**config.mk**
```make
export PLATFORM = sky130hd
export DESIGN_NAME = teb_ctrl
export DESIGN_NICKNAME = d
export VERILOG_FILES = /design/src/hdl/teb_pkg.sv /design/src/hdl/teb_ctrl.sv
export SDC_FILE = /design/constraint.sdc
export NUM_CORES = 1
export LEC_CHECK = 0
export BUFFER_PORTS_ARGS = -buffer_cell sky130_fd_sc_hd__clkbuf_2
export CORE_AREA = 2 2 39 41
export DETAILED_ROUTE_END_ITERATION = 8
export DIE_AREA = 0 0 41 43
export PLACE_DENSITY = 0.47
export SLEW_MARGIN = 10
export SYNTH_ARGS = -nofsm -noshare
export SYNTH_HDL_FRONTEND = slang
export SYNTH_SLANG_ARGS = --single-unit
export TNS_END_PERCENT = 20
```
**constraint.sdc**
```tcl
create_clock -name clk -period 1.5 [get_ports clk]
set_input_delay 0.3 -clock clk [delete_from_list [all_inputs] [get_ports clk]]
set_output_delay 0.3 -clock clk [all_outputs]
set_load 0.01 [all_outputs]
```
**src/hdl/teb_pkg.sv**
```systemverilog
// Shared types, constants and helpers for the tagged event ring buffer.
package teb_pkg;

    localparam int DEF_RING_DEPTH    = 64;
    localparam int DEF_PAYLOAD_BYTES = 8;
    localparam int DEF_ID_BITS       = 16;

    localparam int ID_PORT_W   = 16;
    localparam int SIZE_W      = 4;
    localparam int DATA_PORT_W = 64;

    typedef enum logic [2:0] {
        ST_IDLE,
        ST_EXEC,
        ST_POP_SCAN,
        ST_POP_WR,
        ST_SKIP_START,
        ST_SKIP,
        ST_RESULT
    } state_t;

    typedef struct packed {
        logic capture;
        logic exec;
        logic pop_write;
        logic skip_start;
        logic load_out;
    } cmd_t;

    typedef struct packed {
        logic is_pop;
        logic oversize;
        logic scan_hit;
        logic scan_end;
        logic out_free;
    } status_t;

    // Keep the low n bytes of a word, zero the rest.
    function automatic logic [DATA_PORT_W-1:0] byte_mask(input logic [SIZE_W-1:0] n);
        logic [DATA_PORT_W-1:0] m;
        m = '0;
        for (int i = 0; i < DATA_PORT_W / 8; i++)
        begin
            if (SIZE_W'(i) < n)
            begin
                m[8*i +: 8] = 8'hFF;
            end
        end
        return m;
    endfunction

endpackage

```
**src/hdl/teb_ctrl.sv**
```systemverilog
// Sequencer for the tagged event ring buffer: steps publish, pop and skip phases.
module teb_ctrl
    import teb_pkg::*;
(
    input  logic    clk,
    input  logic    rst_n,
    input  logic    in_valid,
    output logic    in_stall,
    input  status_t status,
    output cmd_t    cmd
);

    state_t state_reg;
    state_t state_next;

    always_ff @(posedge clk or negedge rst_n)
    begin
        if (!rst_n)
        begin
            state_reg <= ST_IDLE;
        end
        else
        begin
            state_reg <= state_next;
        end
    end

    always_comb
    begin
        state_next = state_reg;
        unique case (state_reg)
            ST_IDLE:
            begin
                if (in_valid)
                begin
                    state_next = ST_EXEC;
                end
            end
            ST_EXEC:
            begin
                if (status.is_pop)
                begin
                    state_next = ST_POP_SCAN;
                end
                else if (status.oversize)
                begin
                    state_next = ST_RESULT;
                end
                else
                begin
                    state_next = ST_SKIP_START;
                end
            end
            ST_POP_SCAN:
            begin
                if (status.scan_hit)
                begin
                    state_next = ST_POP_WR;
                end
                else if (status.scan_end)
                begin
                    state_next = ST_RESULT;
                end
            end
            ST_POP_WR:     state_next = ST_SKIP_START;
            ST_SKIP_START: state_next = ST_SKIP;
            ST_SKIP:
            begin
                if (status.scan_hit || status.scan_end)
                begin
                    state_next = ST_RESULT;
                end
            end
            ST_RESULT:
            begin
                if (status.out_free)
                begin
                    state_next = ST_IDLE;
                end
            end
            default:       state_next = ST_IDLE;
        endcase
    end

    always_comb
    begin
        cmd      = '0;
        in_stall = 1'b1;
        unique case (state_reg)
            ST_IDLE:
            begin
                in_stall    = 1'b0;
                cmd.capture = in_valid;
            end
            ST_EXEC:       cmd.exec       = 1'b1;
            ST_POP_WR:     cmd.pop_write  = 1'b1;
            ST_SKIP_START: cmd.skip_start = 1'b1;
            ST_RESULT:     cmd.load_out   = status.out_free;
            default:       cmd            = '0;
        endcase
    end

endmodule

```
==> impl_metrics.csv <==
group,metric,value,unit
critical_path,crit_type,"reg2out",
floorplanning,ioPinCount,14,
yosys,yosysTopAreaCell,"dfrtp_1",
clocking,clkSinkCount,3,
clocking,cts_tree,"built",
critical_path,worst_setup_path_end_kind,"output port",
final_layout,layout_commonest_cell,"clkbuf_2",
floorplanning,coreArea,1380,sq um
yosys,synth.area.top_cells,"dfrtp_1, buf_2, nor2_1",
critical_path,crit_family,"simple AND/OR/NAND/NOR gates",
global_routing,grt_start_max_net_pins,9,
critical_path,critPathMaxFanout,2,
yosys,ys.warnings.count,0,
clocking,numCtsBuffers,3,
place,place_area,327,sq um
route,drtIter0Drc,11,
sta,timing.fmax,0.670,GHz
global_routing,first_global_vias,252,
final_layout,largest_reg_flops,3,
yosys,syn_area,241,sq um
final_layout,fin_area,404,sq um
pwr,cellLeakagePower,0.195,nW
floorplanning,dieArea,1760,sq um
yosys,syn_inst,31,
sta,whs,368,ps
pwr,clkPwrFrac,19.4,%
global_routing,grt_pass1_wl,952,um
final_layout,diodes,0,
critical_path,cp_num_buf_inv,1,
run_status,status,"finished clean",
yosys,ys_seq_area_share,31.1,%
final_layout,layout-drive-gt1-share,51.9,%
sta,fin_crit,1490,ps
critical_path,crit_chain,"or3_4 -> nor2_2 -> buf_2",
pwr,p_comb_share,60.2,%
final_layout,fin_nets,61,
place,dp_slack,153,ps
pwr,power_switching_share,38.4,%
route,drc,0,
place,port_buffers,13,
global_routing,track_usage,8.65,%
route,wire_per_inst,10.2,um
route,wirelength,694,um
sta,fin_crit_sh,99.4,%
floorplanning,fp.dieH,43,um
pwr,powerDensity,1820,nW/um^2
critical_path,cp.arrival,1190,ps
pwr,p_int,0.000454,W
global_routing,overflow,0,
clocking,cts_max_level,1,
final_layout,seq_area,76.3,sq um
clocking,clock_path_buffers,2,
final_layout,multi_input_area,154,sq um
floorplanning,fp.dieW,41,um
place,dpl.hpwl,490,um
yosys,synth.distinct_cells,20,
sta,rsz0062_at_grt,"yes",
critical_path,crit_slowest_cell,"dfrtp_1",
critical_path,max_stage_delay,380,ps
sta,hold_viol_final,0,
place,gp_congestion,0.717,
sta,slew_viol_final,0,
pwr,ir_drop,0.600,mV
yosys,synth_seq_cells,3,
flow_run,maxCapViolations,0,
floorplanning,start_util,17.5,%
sta,setup_viol,0,
route,vias,284,
clocking,insertion_delay,230,ps
route,routed_via_density,4.18,
final_layout,syn_to_final_growth,67.4,%
critical_path,crit_required,1200,ps
yosys,synth_fp_nets,39,
route,dr.pass1.iters,4,
clocking,root_buffer,"clkbuf_4",
yosys,avgSynthCellArea,7.79,sq um
pwr,pwr-share-seq,20.4,%
sta,tightest_slew,300,ps
yosys,synth_top_cell_area_share,31.1,%
global_routing,antenna_found_initial,0,
critical_path,worst_setup_path_start_kind,"register",
clocking,clkSlewWorstSetupHoldPaths,40,ps
worst_hold_path,hp-class,"in2reg",
final_layout,final_cell_mix,"clkbuf_2, buf_4, clkbuf_4",
sta,max_slew_margin,79.7,%
pwr,p_switching,0.000283,W
route,ant_nets,0,
sta,finalClockSkew,3.83,ps
sta,worst_slack,8.26,ps
final_layout,n_fill_cell,162,
floorplanning,num_rows,14,
==> final cells by class <==
type | count | area share (%)
Timing Repair Buffer | 20 | 29.7
Clock buffer | 4 | 6.50
Multi-Input combinational cell | 23 | 38.1
Sequential cell | 3 | 18.9
Inverter | 2 | 1.86
Tap cell | 16 | 4.95
==> worst min-delay path, delay by kind of cell <==
kind / cells / cell delay [ps]
AO/OA/AOI/OAI: 1 / 80
buffers and inverters: 2 / 170
==> metal layers <==
metal,GRT usage [%],share of wire [%],up-vias
met5,0,0,-
met4,8.00,0,0
met3,3.14,5.6,0
met2,11.6,48,10
met1,10.0,46,126
li1,-,-,148
==> what timing repair did <==
action,4_1_cts,5_1_grt
resized for setup,1,5
pin swaps,0,1
buffers inserted,4,0
hold buffers,1,0
hold endpoints to repair,3,0
setup endpoints to repair,3,4
==> path summary, 6_finish.rpt <==
check	startpoint	endpoint	slack (ps)	depth (start not counted)
worst min register to register	state_reg[2]	state_reg[0]	640	2
max in group asynchronous	rst_n	state_reg[2]	980	2
worst max register to register	state_reg[0]	state_reg[2]	250	5
worst min-delay path	status[2]	state_reg[0]	370	3
min in group asynchronous	rst_n	state_reg[1]	400	2
worst max-delay path	state_reg[1]	cmd[4]	8	3
==> power groups by stage <==
stage,clock [W],sequential [W],combinational (W)
CTS,0.000150,0.000148,0.000424
finish,0.000143,0.000150,0.000443
global route,0.000160,0.000155,0.000478
global placement,0,0.000175,0.000324
floorplan,0,0.000129,0.000262
detailed placement,0,0.000173,0.000323
==> Yosys cell counts <==
cell type and number:
a22o_1 1, nor2b_1 2, o21a_1 1, dfrtp_1 3, buf_2 3, nor2_1 4
a21oi_1 1, nand2b_1 2, or3b_1 1, o32ai_1 1, inv_1 2, o22ai_1 1
nand2_1 1, nor3_1 1, o311ai_1 1, and2_1 2, or3_4 1, nor3b_1 1
o21ai_0 1, o21ai_1 1
==> metrics by stage <==
| step | util, % | total power [W] | setup TNS, ps | std cells |
|---|---|---|---|---|
| after floorplan | - | 0.000391 | 0 | 31 |
| after global placement | 23.6 | 0.000500 | 0 | 59 |
| after detailed placement | 23.6 | 0.000495 | 0 | 59 |
| after CTS | 28.5 | 0.000723 | -45.7 | 68 |
| after global routing | 29.2 | 0.000793 | -70.4 | 68 |
| final | 29.2 | 0.000737 | 0 | 68 |
==> kinds of logic after synthesis <==
| kind of cell | share of synthesized area, % |
|---|---|
| AOI/OAI and AO/OA | 22.8 |
| and+or+nand+nor | 36.8 |
| DFF | 31.1 |
| buffers and inverters | 9.33 |
(Power assumes the default switching activity.)
